File: src/design/mips1_ram.sv
module mips1_ram #(
  parameter int W = 32,
  parameter int D = 32
) (
  input  logic                 clk_i,
  input  logic                 we_i,
  input  logic [$clog2(D)-1:0] waddr_i,
  input  logic [W-1:0]         wdata_i,
  input  logic [$clog2(D)-1:0] raddr_i,
  output logic [W-1:0]         rdata_o
);

  logic [W-1:0] mem_q [D];
  logic [W-1:0] rdata_q;

  always_ff @(posedge clk_i) begin
    if (we_i) begin
      mem_q[waddr_i] <= wdata_i;
    end
    rdata_q <= mem_q[raddr_i];
  end

  assign rdata_o = rdata_q;

endmodule

File: config.mk
export PLATFORM = sky130hd
export DESIGN_NAME = mips1_ram
export DESIGN_NICKNAME = d
export VERILOG_FILES = /design/src/design/mips1_ram.sv
export SDC_FILE = /design/constraint.sdc
export NUM_CORES = 1
export LEC_CHECK = 0
export BUFFER_PORTS_ARGS = -buffer_cell sky130_fd_sc_hd__clkbuf_2
export CAP_MARGIN = 0
export CORE_UTILIZATION = 50
export DETAILED_ROUTE_END_ITERATION = 7
export GPL_TIMING_DRIVEN = 1
export MAX_ROUTING_LAYER = met4
export PLACE_DENSITY_LB_ADDON = 0.08
export SYNTH_ARGS = -nofsm -noshare
export SYNTH_HDL_FRONTEND = slang
export SYNTH_SLANG_ARGS = --single-unit
File: constraint.sdc
create_clock -name clk_i -period 2.8 [get_ports clk_i]
set_input_delay 0.42 -clock clk_i [delete_from_list [all_inputs] [get_ports clk_i]]
set_output_delay 0.42 -clock clk_i [all_outputs]
set_load 0.02 [all_outputs]
==> out/metrics.csv, run 1 <==
metric,value,unit
period_needed,1.79,ns
design.core.area,79500,sq um
maxSlewHeadroom,45.6,%
final_cell_mix,"edfxtp_1 (1024), mux2i_1 (512), clkbuf_16 (108)",
status,"finished, final reports clean",
cp.arrival,1.37,ns
synth-simple-area-share,3.10,%
drc_errors,0,
grt_pass1_wl,147000,microns
start_util,50.9,%
r2r_start,mem_q[1][24],
nFillCells,5957,
layout_commonest_cell,edfxtp_1,
grt_max_degree,60,
htreeDepth,3,
die_height,287,microns
dr_wl_met3,5410,microns
grt_pass1_vias,21200,
synth_nets,2304,
final-hold-violation-count,0,
die_w,287,microns
r2r-end,rdata_o[24],
whs_path_depth,1,
slowest_delay,0.43,ns
cts_tree,done,
ctsHoldBuffers,0,
avgSynthCellArea,17.9,sq um
cts_setup_buffers,0,
grt_use_total,25.8,%
hpwl,56000,microns
tns,0,ns
clock_latency,0.67,ns
final_cell_count_no_fill,3584,
cp-endpoint,rdata_o[10],
ff2ff_path_depth,5,
rsz0062_at_grt,false,
io-pin-count,76,
slew_violations,0,
synth_top_family_by_area,multiplexers,
ys_seq_area_share,77.5,%
p_leak,0.0163,uW
ant_nets,0,
ir_worst_vdd,0.496,mV
clk_path_buf_depth,3,
setup-violations-final,0,
path_class,flip-flop to output port,
ff2ff_setup_slack,1.41,ns
crit_buf_inv,1,
vias,21200,
slowest_stage,dfxtp_1,
critPathMaxFanout,1,
drive_above_1_share,15.0,%
fin_crit_sh,63.8,%
worstPathRequired,2.38,ns
crit_chain,clkbuf_2,
port_buffers,75,
multi_input_area,8610,sq um
final_nets,2484,
clkSinkCount,1056,
start_kind,flip-flop,
syn_inst,2260,
ys_ff_latch,1056,
max_freq,560,MHz
synthMuxAreaShare,12.7,%
path_delay_family,flip-flops,
drt-met1-wl,44700,microns
overflow,0,
syn2layout_area_growth,14.8,%
num_rows,103,
seq_area,31400,sq um
ys_types,25,
worstHoldPathType,primary input to flip-flop,
fin_worst_skew,0.0238,ns
drtIter0Drc,1940,
synth_compound_area_share,4.85,%
wl_met2,48900,microns
yosysWarnings,0,
viasPerCell,5.90,
yosys.area.top_type,edfxtp_1,
synth_fa_ha_area_share,0,%
cts_buffers,105,
worstMarginPinSlew,0.815,ns
synth_area_leaders,"edfxtp_1 (76%), mux2i_1 (13%), a22oi_1 (1.8%), dfxtp_1 (1.6%), a22o_1 (1.4%)",
synth_xor_area_share,0,%
powerDensity,702,nW/um^2
wl_per_cell,28.4,microns
clk_pin_slew,0.06,ns
die_area,82100,sq um
routed_wl,102000,microns
synth_area,40500,sq um
highest_layer,met4,
crit_cells,1,
cap_violations,0,
dp_cells,3383,
cts_resized,0,
netlist.area_leader.share,76.0,%
antenna_found_initial,3,
place_congestion,0.774,
end_kind,output port,
cts_root_buffer,clkbuf_16,
dr.pass1.iters,5,
setup.worst_path.start,rdata_o[10],
==> report_power, final <==
group | internal (uW) | switching [uW] | total [uW] | leakage (uW)
logic | 599 | 1180 | 1780 | 0.00520
registers | 17600 | 91.9 | 17700 | 0.00949
clock network | 7460 | 5700 | 13200 | 0.00158
==> cell families (layout without fill, tap and decap cells) <==
family                 count (synthesis)  count (layout)
AO/OA/AOI/OAI                        288             288
buffers and inverters                127             398
flip-flops                          1056            1056
multiplexers                         512             512
other                                  0               3
AND/OR/NAND/NOR                      277             277
==> layout make-up <==
cell class / count / area share, %
repair buffers: 200 / 4.12
multi-input cells: 1077 / 18.5
flip-flops and latches: 1056 / 67.6
clock buffers: 149 / 6.32
well taps: 1050 / 2.83
diodes: 3 / 0.0162
clock inverters: 49 / 0.622
==> worst min-delay path by stage <==
stage	startpoint	to	slack, ns
after floorplan	wdata_i[0]	mem_q[0][0]	0.52
after global placement	mem_q[16][17]	rdata_o[17]	0.58
after global routing	raddr_i[2]	rdata_o[17]	0.38
final	wdata_i[8]	mem_q[25][8]	0.37
after CTS	wdata_i[2]	mem_q[15][2]	0.34
after detailed placement	mem_q[16][17]	rdata_o[17]	0.58
==> state kept, by name, summed over array words and instances, names as in the netlist <==
| register | flops |
|---|---|
| rdata_o | 32 |
| mem_q | 1024 |
==> cell usage after synthesis <==
cell type,instances
a22o_1,64
nor2_1,34
or3b_2,3
clkbuf_4,2
or3_1,1
a31oi_1,32
and2_1,1
buf_2,26
nor3_1,32
a22oi_1,96
nand3b_1,5
mux2i_1,512
edfxtp_1,1024
a21oi_1,96
clkbuf_1,46
buf_6,15
dfxtp_1,32
and2b_1,1
nand2_1,98
buf_4,33
buf_1,5
or2_2,1
nand2b_1,2
nand3_1,98
nor2b_1,1
==> metrics by stage <==
| stage | total power [uW] | cell area (sq um) | setup WS [ns] | hold WS (ns) | utilization (%) |
|---|---|---|---|---|---|
| after floorplan | 18900 | 40500 | -0.0541 | 0.519 | - |
| after global placement | 19800 | 43200 | 0.357 | 0.577 | 54.4 |
| after detailed placement | 19800 | 43200 | 0.344 | 0.579 | 54.4 |
| after CTS | 32800 | 46500 | 0.956 | 0.337 | 58.4 |
| after global routing | 33500 | 46500 | 0.948 | 0.380 | 58.4 |
| final | 32600 | 46500 | 1.01 | 0.372 | 58.4 |
==> routing by layer <==
layer,vias to the layer above,track usage (%)
met5,-,-
met4,0,7.21
met3,170,3.89
met2,597,40.3
met1,11000,35.5
li1,9370,-
Note: power is estimated with default switching activity, not from simulation.
==> run 2: changes to the inputs <==
- ABC_AREA: default -> 1
- clock period: 2.8 -> 1.45 ns (I/O delays scaled with it)
==> run 2 against run 1 <==
Critical path depth unchanged. Total power up 100%. Synthesized cell count up 56%. Register-to-register slack worse by 1.3 ns. Clock skew down 0.0056 ns. Non-clock buffer count up 135. Core utilization up 1.4 points. Clock power up 110%. Die area up 4.7%. Sequential power up 93%. Hold slack worse by 0.30 ns. Critical path type unchanged. Critical endpoint is now rdata_o[19]. Largest cell class unchanged.
==> out/metrics.csv, run 2 <==
metric,value,unit
synth_area_leaders,"edfxtp_1 (73%), nand2_1 (13%), nand3_1 (9.2%), buf_6 (1.8%), dfxtp_1 (1.5%)",
syn2layout_area_growth,18.2,%
design.core.area,83800,sq um
max_freq,702,MHz
maxSlewHeadroom,50.9,%
setup-violations-final,0,
clk_path_buf_depth,3,
wl_per_cell,23.7,microns
highest_layer,met4,
powerDensity,1320,nW/um^2
dr.pass1.iters,6,
worstPathRequired,1.23,ns
largest-register,mem_q,
drtIter0Drc,2657,
drive_above_1_share,14.4,%
die_w,293,microns
synth_area,42400,sq um
start_kind,flip-flop,
placed_cell_area,46400,sq um
slew_violations,0,
htreeDepth,3,
avgSynthCellArea,12.0,sq um
vias,27900,
multi_input_area,9810,sq um
fin_worst_skew,0.0182,ns
overflow,0,
io-pin-count,76,
clock_latency,0.68,ns
end_kind,output port,
syn_inst,3536,
netlist.area_leader.share,72.5,%
drc_errors,0,
yosysWarnings,0,
cts_setup_buffers,0,
die_height,293,microns
ys.flop_type,edfxtp_1,
hpwl,70200,microns
total_power,66100,uW
crit_buf_inv,1,
layout_commonest_cell,nand2_1,
synth_edf_count,1024,
fin_crit_sh,98.2,%
drt-met1-wl,50600,microns
cts_root_buffer,clkbuf_16,
cap_violations,0,
ys_types,14,
final_cell_mix,"nand2_1 (1440), edfxtp_1 (1024), nand3_1 (768)",
path_class,flip-flop to output port,
nFillCells,6706,
routed_wl,118000,microns
clkSinkCount,1056,
period_needed,1.42,ns
viasPerCell,5.59,
grt_max_degree,58,
critPathMaxFanout,1,
cp.arrival,1.21,ns
antenna_found_initial,5,
grt_pass1_wl,175000,microns
status,"finished, final reports clean",
place_congestion,0.822,
worstHoldPathType,primary input to flip-flop,
rsz0062_at_grt,true,
die_area,86000,sq um
final_util,59.8,%
seq_area,31400,sq um
port_buffers,75,
worstMarginPinSlew,0.736,ns
largest_register_ffs,1024,
grt_use_total,28.7,%
yosys.area.top_type,edfxtp_1,
synth-async-reset-ratio,0,%
clk_pin_slew,0.07,ns
netlist_top_cells_count,"nand2_1 (1440), edfxtp_1 (1024), nand3_1 (780)",
path_delay_family,flip-flops,
start_util,50.6,%
cts_buffers,108,
synth.most_common_cell,nand2_1,
cts_tree,done,
ys_seq_area_share,74.0,%
num_rows,106,
p_leak,0.0186,uW
wl_met2,56100,microns
synth_nets,3580,
slowest_delay,0.32,ns
grt_pass1_vias,27300,
tns,0,ns
ir_worst_vdd,0.988,mV
final-hold-violation-count,0,
crit_chain,clkbuf_2,
slowest_stage,dfxtp_1,
ys_ff_latch,1056,
finish.instance_area,50100,sq um
dr_wl_met3,8560,microns
final_nets,3807,
ant_nets,0,
==> run 2: timing repair <==
action	4_1_cts	5_1_grt
hold buffers	2	0
endpoints found under the hold margin	64	0
gates resized for setup	55	5
setup endpoints to repair	19	5
==> run 2: worst min-delay path, delay by kind of cell <==
| family | cells | cell delay, ns |
|---|---|---|
| and+or+nand+nor | 2 | 0.13 |
| buffers and inverters | 2 | 0.35 |
==> run 2: final timing paths <==
kind                  from          end  slack, ns  cells after the start
max            rdata_o[19]  rdata_o[19]       0.03                      1
max reg2reg   mem_q[9][23]  rdata_o[23]       0.15                      9
min             raddr_i[4]  rdata_o[30]       0.08                      4
min reg2reg  mem_q[10][18]  rdata_o[18]       0.75                      8
==> run 2: where the power goes <==
group          switching, uW  leakage (uW)  internal (uW)  total [uW]
clock network          11500       0.00170          15800       27200
registers                184       0.00950          33900       34100
logic                   3150       0.00738           1570        4720
==> run 2: final cells by class <==
cell class              count  area share [%]
well taps                1134            2.83
diodes                      4          0.0200
inverters                  10           0.172
flip-flops and latches   1056            62.7
repair buffers            335            7.75
clock buffers             143            5.92
clock inverters            52           0.994
multi-input cells        2252            19.6
==> run 2: cells by family after synthesis <==
family / Yosys count / synth area share [%]
and+or+nand+nor: 2252 / 22.2
DFF: 1056 / 74.0
buffers and inverters: 228 / 3.74
==> run 2: layer usage <==
layer | vias up | track usage [%]
met2 | 1019 | 44.7
met1 | 13800 | 39.0
li1 | 12800 | -
met4 | 0 | 8.31
met5 | - | -
met3 | 191 | 4.81
==> run 2: metrics by stage <==
stage / hold slack, ns / setup WS (ns) / std cells
after floorplan: 0.316 / -0.0332 / 3536
after global placement: 0.634 / -0.244 / 4785
after detailed placement: 0.631 / -0.255 / 4785
after CTS: 0.0362 / -0.0214 / 4982
after global routing: 0.0638 / -0.00696 / 4986
final: 0.0762 / 0.0263 / 4986
