<file path="src/design/mips1_div.sv">
module mips1_div (
  input  logic        clk_i,
  input  logic        rst_ni,
  input  logic        start_i,
  input  logic        sgn_i,
  input  logic [31:0] dvd_i,
  input  logic [31:0] dvs_i,
  output logic        done_o,
  output logic [31:0] quo_o,
  output logic [31:0] rem_o
);

  logic        busy_q, done_q, negq_q, negr_q;
  logic [4:0]  cnt_q;
  logic [32:0] rem_q;
  logic [31:0] quo_q, dvs_q;
  logic [32:0] part, diff;

  // one quotient bit per cycle on magnitudes
  assign part = {rem_q[31:0], quo_q[31]};
  assign diff = part - {1'b0, dvs_q};

  always_ff @(posedge clk_i or negedge rst_ni) begin
    if (!rst_ni) begin
      busy_q <= 1'b0;
      done_q <= 1'b0;
      cnt_q  <= '0;
    end else begin
      done_q <= 1'b0;
      if (start_i) begin
        busy_q <= 1'b1;
        cnt_q  <= '0;
      end else if (busy_q) begin
        cnt_q <= cnt_q + 5'd1;
        if (cnt_q == 5'd31) begin
          busy_q <= 1'b0;
          done_q <= 1'b1;
        end
      end
    end
  end

  always_ff @(posedge clk_i) begin
    if (start_i) begin
      negq_q <= sgn_i & (dvd_i[31] ^ dvs_i[31]);
      negr_q <= sgn_i & dvd_i[31];
      quo_q  <= (sgn_i & dvd_i[31]) ? -dvd_i : dvd_i;
      dvs_q  <= (sgn_i & dvs_i[31]) ? -dvs_i : dvs_i;
      rem_q  <= '0;
    end else if (busy_q) begin
      if (!diff[32]) begin
        rem_q <= diff;
        quo_q <= {quo_q[30:0], 1'b1};
      end else begin
        rem_q <= part;
        quo_q <= {quo_q[30:0], 1'b0};
      end
    end
  end

  assign done_o = done_q;
  assign quo_o  = negq_q ? -quo_q : quo_q;
  assign rem_o  = negr_q ? -rem_q[31:0] : rem_q[31:0];

endmodule

</file>
<file path="config.mk">
export PLATFORM = sky130hd
export DESIGN_NAME = mips1_div
export DESIGN_NICKNAME = d
export VERILOG_FILES = /design/src/design/mips1_div.sv
export SDC_FILE = /design/constraint.sdc
export NUM_CORES = 1
export LEC_CHECK = 0
export BUFFER_PORTS_ARGS = -buffer_cell sky130_fd_sc_hd__buf_2
export CORE_MARGIN = 2
export CORE_UTILIZATION = 35
export CTS_CLUSTER_SIZE = 30
export DETAILED_ROUTE_END_ITERATION = 8
export PLACE_DENSITY_LB_ADDON = 0.15
export SETUP_SLACK_MARGIN = 0.4
export SLEW_MARGIN = 0
export SYNTH_ARGS = -nofsm -noshare
export SYNTH_HDL_FRONTEND = slang
export SYNTH_SLANG_ARGS = --single-unit
</file>
<file path="constraint.sdc">
create_clock -name clk_i -period 3.95 [get_ports clk_i]
set_input_delay 0.79 -clock clk_i [delete_from_list [all_inputs] [get_ports clk_i]]
set_output_delay 0.79 -clock clk_i [all_outputs]
set_load 0.005 [all_outputs]
</file>
==> results.tsv, run 1 <==
metric	value	unit
status	finished, final reports clean	
share of cells above drive strength 1	0.1984	
GP Congestion	0.8744	
drt initial violations	514	
setup TNS	0	ns
slew margin rel.	0.2990	
Sink Count	105	
# DRC	0	
reg2reg start	rem_q[7]$_SDFFE_PP0P_	
Peak VDD IR	126.8	uV
die area	25650	sq um
required time of the worst setup path	3.16	ns
Hold Vio Cnt, Final	0	
synth warn	0	
Rows	57	
area grow syn2layout	19.47	%
top post-synthesis cells by area	edfxtp_1, xnor2_1, dfxtp_1	
Pwr per Cell Area	304.8	nW/um^2
IO Count	133	
Worst Setup Path Type	reg2out	
Post-synth EDFFs	66	
Worst-path clk slew	0.09	ns
Port Buffers	132	
clock tree buffer depth	2	
# fillers	2472	
Finished Layout Cells	1458	
Worst Setup SP	quo_q[4]$_DFFE_PP_	
sequential fraction of the synthesis area	0.3278	
Post-Syn Instances	1002	
clk_skew	0.01204	ns
Slew @ Worst Pin	1.048	ns
commonest non-fill, non-tap cells in the layout	buf_2, xnor2_1, nor2_1	
H-tree depth	3	
Antenna diodes	0	
vias in the first global route	7126	
Crit. End Element	output port	
final setup fails	0	
clock root buffer	clkbuf_16	
Arr. time, crit path	3.08	ns
number of synthesized register bits	105	
final period utilization	0.9786	
First-pass DRT Iterations	5	
Die H	160.2	um
final max-slew violation count	0	
initial core utilization	0.3540	
Num CTS Buffers	9	
Worst Setup EP	quo_o[29]	
Yosys cell types	72	
HP Class	in2async	
Max Cap Violations	0	
min Tclk post-route	3.865	ns
first-pass GRT wire length	38.05	mm
final antenna-violating net count	0	
most used flip-flop cell after synthesis	edfxtp_1	
Crit Path Max Fanout	5	
routed len/inst	16.46	um
all-layer global routing usage	0.1853	
Vias/cell	5.215	
layout net count	1236	
CTS Hold Bufs	0	
R2R depth	9	
Reg2Reg Setup Slack	0.64	ns
Synth Cell Area	8534	sq um
Synthesized Nets	1109	
RSZ-0062 raised after global routing	yes	
Max Freq	0.2587	GHz
worst skew pair latency	0.37	ns
initial antenna violation count	0	
via count	7604	
CTS tree	built	
post-DP HPWL	18.16	mm
DIE WIDTH	160.2	um
Synth area leader	edfxtp_1	
WL final	24.00	mm
Synth Area per Inst	8.517	sq um
Overflow after GRT	0	
largest net degree at the start of global routing	77	
placed insts	1429	
leakage power	4.172	nW
reg2reg end	rem_q[25]$_SDFFE_PP0P_	
post-synth top area share	0.2322	
startpoint types	register	
commonest non-fill, non-tap cell in the layout	buf_2	
Post-synth ARST share	0.06667	
Core Area	24110	sq um
how the worst min path moves through the flow:
stage / from / to / depth (start not counted)
after floorplan: rst_ni / busy_q$_DFF_PN0_ / 0
after global placement: cnt_q[4]$_DFFE_PN0P_ / cnt_q[4]$_DFFE_PN0P_ / 2
after detailed placement: cnt_q[4]$_DFFE_PN0P_ / cnt_q[4]$_DFFE_PN0P_ / 2
after CTS: rst_ni / done_o$_DFF_PN0_ / 1
after global routing: rst_ni / cnt_q[3]$_DFFE_PN0P_ / 1
final: rst_ni / done_o$_DFF_PN0_ / 1
area by class of cell:
type	count	area [sq um]	share of cell area
inverters	51	191.4	0.01878
well taps	324	405.4	0.03976
clock buffers	9	225.2	0.02209
repair buffers	161	920.9	0.09032
clock inverters	7	86.33	0.008467
flip-flops and latches	105	2800	0.2746
multi-input cells	801	5567	0.5460
synthesized netlist by cell type, drive strengths merged (10+ instances only):
master,instances
nor2,108
clkbuf,33
ha,38
inv,51
edfxtp,66
dfxtp,32
buf,12
or3,17
xor2,37
o21ai,61
a211oi,19
nand3,19
nor4,13
xnor2,108
o41ai,19
nand2,84
or4,10
o31ai,24
mux2i,21
nand2b,17
nor3,19
a21oi,81
and2,10
critical path: stages, from the launching register on:
cell and delay, ns:
edfxtp_1 0.40, or3_4 0.41, or3_4 0.34, or3_4 0.34, or3_4 0.37, nor2_4 0.14, nand3_4 0.14, o41ai_4 0.28
xnor2_1 0.15, buf_2 0.13
kinds of logic (layout without fill, tap and decap cells):
family,after synthesis,in the layout,share of synthesized area
compound gates,264,264,0.2047
xor+xnor,145,145,0.1497
fa+ha+maj,39,39,0.05806
buf+inv,96,228,0.04413
flops,105,105,0.3278
mux,23,23,0.02727
simple gates,330,330,0.1884
metrics by stage:
stage | util | hold slack, ns | setup WS (ns) | instance area (sq um) | power (mW)
floorplan | - | 0.4929 | 0.6874 | 8534 | 1.827
global placement | 0.3972 | 0.5120 | 0.4515 | 9574 | 2.129
detailed placement | 0.3972 | 0.5331 | 0.3988 | 9574 | 2.131
CTS | 0.4184 | 0.2456 | 0.07267 | 10080 | 3.132
global route | 0.4230 | 0.2566 | -0.01055 | 10200 | 3.272
finish | 0.4230 | 0.2571 | 0.08454 | 10200 | 3.108
power breakdown:
group	internal, mW	leakage (nW)	switching [mW]
Sequential	1.27	1.01	0.0835
Combinational	0.367	3.01	0.419
Clock	0.508	0.150	0.466
Total	2.14	4.17	0.968
metal layers:
metal / track usage / wire (um)
met4: 0.05201 / 375
met1: 0.2596 / 11720
met3: 0.02182 / 894
met5: 0 / 0
met2: 0.3018 / 11010
registers in the layout, summed over array words and instances, names as in the netlist:
signal,count
dvs_q,32
quo_q,32
rem_q,32
cnt_q,5
busy_q,1
done_o,1
negq_q,1
negr_q,1
repair_timing:
| item | 4_1_cts | 5_1_grt |
|---|---|---|
| cloned | 0 | 0 |
| buffers inserted | 11 | 2 |
| gates resized for setup | 22 | 19 |
| setup endpoints to repair | 25 | 41 |
| hold endpoints to repair | 0 | 0 |
| pin swaps | 11 | 8 |
Power figures use the tool's default switching activity.
==> run 2, diff against run 1 <==
==> constraint.sdc (replaced) <==
create_clock -name clk_i -period 3.95 [get_ports clk_i]
set_input_delay 0.79 -clock clk_i [delete_from_list [all_inputs] [get_ports clk_i]]
set_output_delay 0.79 -clock clk_i [all_outputs]
set_load 0.02 [all_outputs]
==> run 2 against run 1 <==
- register-to-register slack about the same
- maximum frequency is 1.7% lower
- final cell count is 0.21% higher
- hold slack worse by 0.0013 ns
- combinational power rose by 19%
- sequential cell count unchanged
- die area stayed put
==> results.tsv, run 2 (synthesis gave the netlist of run 1 again) <==
metric	value	unit	change
via count	7685		+1.1%
reg2reg start	rem_q[7]$_SDFFE_PP0P_		
final antenna-violating net count	0		unchanged
commonest non-fill, non-tap cell in the layout	buf_2		
First-pass DRT Iterations	5		unchanged
clock tree buffer depth	2		unchanged
initial core utilization	0.3540		unchanged
biggest regs	dvs_q: 32 flops, quo_q: 32 flops, rem_q: 32 flops		
final setup fails	0		unchanged
commonest non-fill, non-tap cells in the layout	buf_2, nor2_1, xnor2_1		
die area	25650	sq um	unchanged
leakage power	4.210	nW	+0.93%
Buf+Inv Stages, Crit Path	2		+1
Antenna diodes	0		unchanged
status	finished, final reports clean		
post-DP HPWL	18.19	mm	+0.16%
Vias/cell	5.260		+0.86%
internal power	2.149	mW	+0.46%
Post-Place Setup Slack	0.3062	ns	-0.09264 ns
Rows	57		unchanged
slew margin rel.	0.3132		+0.01425
Die H	160.2	um	unchanged
Sink Count	105		unchanged
all-layer global routing usage	0.1879		+0.002636
CTS Hold Bufs	0		unchanged
Overflow after GRT	0		unchanged
RSZ-0062 raised after global routing	yes		
required time of the worst setup path	3.16	ns	about the same
Final WS setup	0.01802	ns	-0.06652 ns
Worst Setup Path Type	reg2out		
initial antenna violation count	0		unchanged
crit-path most repeated cell	or3_4		
startpoint types	register		
power after layout	3.232	mW	+4.0%
CTS tree	built		
share of cells above drive strength 1	0.2049		+0.006513
CP cell instances	or3_4, or3_4, or3_4, or3_4, buf_6, or2_4, o31ai_4, xnor2_1, buf_4		
Max Cap Violations	0		unchanged
Crit Path Max Fanout	3		-2
# DRC	0		unchanged
H-tree depth	3		unchanged
Worst-path clk slew	0.08	ns	about the same
layout net count	1239		+0.24%
drt initial violations	484		-5.8%
Switching Power	1.083	mW	+12%
Arr. time, crit path	3.14	ns	+0.06 ns
Hold Vio Cnt, Final	0		unchanged
Slew @ Worst Pin	1.026	ns	-0.02130 ns
Num CTS Buffers	9		unchanged
Port Buffers	132		unchanged
slowest stage cell, crit path	or3_4		
Crit. End Element	output port		
vias in the first global route	7222		+1.3%
HP Class	in2async		
clock root buffer	clkbuf_16		
Flop pwr share	0.418		-0.016
Peak VDD IR	161.3	uV	+27%
CP max stage delay	0.41	ns	about the same
final period utilization	0.9954		+0.01684
Hold WS	0.2559	ns	-0.001280 ns
Pwr per Cell Area	313.6	nW/um^2	+2.9%
min Tclk post-route	3.932	ns	+0.06652 ns
first-pass GRT wire length	38.55	mm	+1.3%
family with the most delay on the worst path	simple AND/OR/NAND/NOR gates		
Core Util, Final	0.4276		+0.004620
Comb pwr share	0.290		+0.037
area grow syn2layout	20.77	%	
largest net degree at the start of global routing	129		+68%
Core Area	24110	sq um	unchanged
Clk network pwr share	0.292		-0.021
final max-slew violation count	0		unchanged
GP Congestion	0.8800		+0.64%
reg2reg end	rem_q[25]$_SDFFE_PP0P_		
clk_skew	0.01051	ns	-0.001528 ns
routed len/inst	16.58	um	+0.69%
IO Count	133		unchanged
Max Freq	0.2543	GHz	-1.7%
R2R depth	9		unchanged
switch share	0.3350		+0.02352
Reg2Reg Setup Slack	0.63	ns	about the same
WL final	24.22	mm	+0.90%
worst skew pair latency	0.36	ns	about the same
DIE WIDTH	160.2	um	unchanged
[run 2: changes by cell type in the layout (fill, tap and decap cells not counted), moves of 2 or more]
cell | before | now
o21ai_2 | 2 | 5
nand2_2 | 3 | 1
o31ai_4 | 4 | 6
buf_4 | 24 | 42
buf_2 | 131 | 116
inv_8 | 2 | 0
buf_12 | 2 | 4
buf_6 | 4 | 2
clkinv_1 | 0 | 2
o21ai_0 | 55 | 51
[run 2: power by group through the flow]
stage	clock (mW)	sequential (mW)	combinational (mW)
floorplan	0	1.34	0.610
global placement	0	1.37	0.889
detailed placement	0	1.37	0.891
CTS	0.955	1.35	0.917
global route	0.999	1.36	1.03
finish	0.942	1.35	0.938
[run 2: cell type report]
cell class	count	area (sq um)
clock buffers	9	225.2
clock inverters	7	67.56
fillers	2460	13800
inverters	51	191.4
multi-input cells	801	5619
flip-flops and latches	105	2800
well taps	324	405.4
repair buffers	164	998.5
[run 2: repair_timing]
item	CTS	global route
resized for setup	25	43
setup buffers	6	9
pin swaps	6	17
setup endpoints to repair	24	56
[run 2: worst max path at each step]
stage,start,cells after the start,slack (ns),to
floorplan,quo_q[4]$_DFFE_PP_,8,0.57,quo_o[28]
global placement,quo_q[4]$_DFFE_PP_,9,0.38,quo_o[25]
detailed placement,quo_q[4]$_DFFE_PP_,9,0.31,quo_o[29]
CTS,quo_q[4]$_DFFE_PP_,9,-0.009,quo_o[29]
global route,quo_q[4]$_DFFE_PP_,9,-0.08,quo_o[29]
finish,quo_q[4]$_DFFE_PP_,9,0.02,quo_o[17]
[run 2: metrics by stage]
stage,std cells,TNS (ns),instance area [sq um]
after floorplan,1002,0,8534
after CTS,1452,-0.01041,10060
after detailed placement,1430,0,9607
after global routing,1461,-0.2085,10310
final,1461,0,10310
after global placement,1430,0,9607
[run 2: routing by layer]
| layer | vias up | part of all wire | track usage |
|---|---|---|---|
| met5 | - | 0 | 0 |
| met4 | 0 | 0.016 | 0.05528 |
| met3 | 18 | 0.041 | 0.02078 |
| met2 | 165 | 0.47 | 0.3074 |
| met1 | 3608 | 0.47 | 0.2621 |
| li1 | 3894 | - | - |
==> run 3, diff against run 2 <==
- CORE_MARGIN: 2 -> default
- SETUP_SLACK_MARGIN: 0.4 -> 0.05
==> run 3 against run 2 <==
- hold slack got worse by 0.015 ns
- critical endpoint is now quo_o[29]
- worst setup slack improved by 0.055 ns
- via count is 1.8% lower
- critical path type unchanged
==> results.tsv, run 3 (synthesis gave the netlist of run 1 again) <==
metric	value	unit	change
status	finished, final reports clean		
R2R depth	12		+3
largest net degree at the start of global routing	64		-50%
share of cells above drive strength 1	0.1785		-0.02642
Worst-path clk slew	0.08	ns	about the same
Comb pwr share	0.288		-0.002
Num CTS Buffers	9		unchanged
Vias/cell	5.224		-0.68%
reg2reg end	rem_q[21]$_SDFFE_PP0P_		
Worst Setup Path Type	reg2out		
reg2reg start	quo_q[31]$_DFFE_PP_		
Core Area	23680	sq um	-1.8%
drt initial violations	555		+15%
Crit. End Element	output port		
Sink Count	105		unchanged
commonest non-fill, non-tap cells in the layout	buf_2, xnor2_1, nor2_1		
Peak VDD IR	185.8	uV	+15%
HP Class	in2async		
Rows	56		-1.8%
vias in the first global route	6988		-3.2%
Final WS setup	0.07286	ns	+0.05484 ns
clock root buffer	clkbuf_16		
Max Freq	0.2579	GHz	+1.4%
switch share	0.3359		+0.0009108
initial core utilization	0.3604		+0.006322
RSZ-0062 raised after global routing	yes		
# fillers	2435		-1.0%
Crit Path Max Fanout	5		+2
Post-Place Setup Slack	0.3320	ns	+0.02583 ns
Clk network pwr share	0.291		about the same
Overflow after GRT	0		unchanged
Reg2Reg Setup Slack	0.55	ns	-0.08 ns
commonest non-fill, non-tap cell in the layout	buf_2		
post-DP HPWL	17.70	mm	-2.7%
CTS tree	built		
biggest regs	dvs_q: 32 flops, quo_q: 32 flops, rem_q: 32 flops		
min Tclk post-route	3.877	ns	-0.05484 ns
Hold Vio Cnt, Final	0		unchanged
die area	25010	sq um	-2.5%
Die H	158.2	um	-1.2%
all-layer global routing usage	0.1871		-0.0007982
GP Congestion	0.8570		-2.6%
clk_skew	0.01204	ns	+0.001536 ns
Antenna diodes	0		unchanged
routed len/inst	15.98	um	-3.6%
Hold WS	0.2407	ns	-0.01514 ns
First-pass DRT Iterations	5		unchanged
Max Cap Violations	0		unchanged
Arr. time, crit path	3.09	ns	-0.05 ns
via count	7549		-1.8%
internal power	2.108	mW	-1.9%
Slew @ Worst Pin	0.7144	ns	-0.3119 ns
Pwr per Cell Area	318.0	nW/um^2	+1.4%
Switching Power	1.066	mW	-1.5%
IO Count	133		unchanged
# DRC	0		unchanged
startpoint types	register		
DIE WIDTH	158.2	um	-1.2%
final antenna-violating net count	0		unchanged
H-tree depth	3		unchanged
first-pass GRT wire length	36.28	mm	-5.9%
final setup fails	0		unchanged
area grow syn2layout	16.99	%	
Port Buffers	132		unchanged
Flop pwr share	0.422		+0.004
clock tree buffer depth	2		unchanged
worst skew pair latency	0.37	ns	about the same
leakage power	4.101	nW	-2.6%
required time of the worst setup path	3.16	ns	about the same
power after layout	3.175	mW	-1.8%
final max-slew violation count	0		unchanged
final period utilization	0.9816		-0.01388
setup TNS	0	ns	unchanged
initial antenna violation count	0		unchanged
layout net count	1228		-0.89%
WL final	23.09	mm	-4.6%
Core Util, Final	0.4216		-0.005995
CTS Hold Bufs	0		unchanged
slew margin rel.	0.5220		+0.2087
[run 3: final cells by class]
cell class	instances	area, sq um	area share
clock buffers	10	250.2	0.02506
clock inverters	6	43.79	0.004386
flip-flops and latches	105	2798	0.2802
well taps	319	399.1	0.03997
repair buffers	153	850.8	0.08521
multi-input cells	801	5451	0.5460
inverters	51	191.4	0.01917
[run 3: what timing repair did]
| item | 4_1_cts | 5_1_grt |
|---|---|---|
| pin swaps | 0 | 0 |
| setup buffers | 3 | 2 |
| setup endpoints to repair | 9 | 11 |
| resized for setup | 6 | 15 |
[run 3: metal layers]
metal | share of wire | track usage | vias up
met3 | 0.043 | 0.02628 | 26
met1 | 0.48 | 0.2514 | 3488
met4 | 0.018 | 0.05952 | 0
met5 | 0 | 0 | -
met2 | 0.46 | 0.3079 | 174
li1 | - | - | 3861
[run 3: how the worst max path moves through the flow]
stage	startpoint	end	slack, ns	cells after the start
CTS	quo_q[4]$_DFFE_PP_	quo_o[29]	0.05	9
floorplan	quo_q[4]$_DFFE_PP_	quo_o[28]	0.57	8
global placement	quo_q[4]$_DFFE_PP_	quo_o[25]	0.39	9
finish	quo_q[4]$_DFFE_PP_	quo_o[29]	0.07	9
detailed placement	quo_q[4]$_DFFE_PP_	quo_o[29]	0.33	9
global route	quo_q[3]$_DFFE_PP_	quo_o[29]	-0.04	9
[run 3: power by group through the flow]
| stage | clock network, mW | logic [mW] | registers, mW |
|---|---|---|---|
| final | 0.923 | 0.913 | 1.34 |
| after global routing | 0.980 | 1.01 | 1.35 |
| after CTS | 0.948 | 0.907 | 1.34 |
| after detailed placement | 0 | 0.892 | 1.36 |
| after global placement | 0 | 0.891 | 1.36 |
| after floorplan | 0 | 0.610 | 1.34 |
[run 3: through the flow]
step	instances	instance area, sq um
6_report	1445	9985
5_1_grt	1445	9985
4_1_cts	1443	9915
3_5_place_dp	1424	9555
3_3_place_gp	1424	9555
2_1_floorplan	1002	8534
[run 3: critical path, cell delays in order, from the launching register on]
cell,delay [ns]
edfxtp_1,0.39
or3_4,0.41
or3_1,0.33
or3_4,0.35
or3_4,0.37
nor2_4,0.13
nand3_4,0.14
o41ai_4,0.27
xnor2_1,0.16
buf_4,0.16
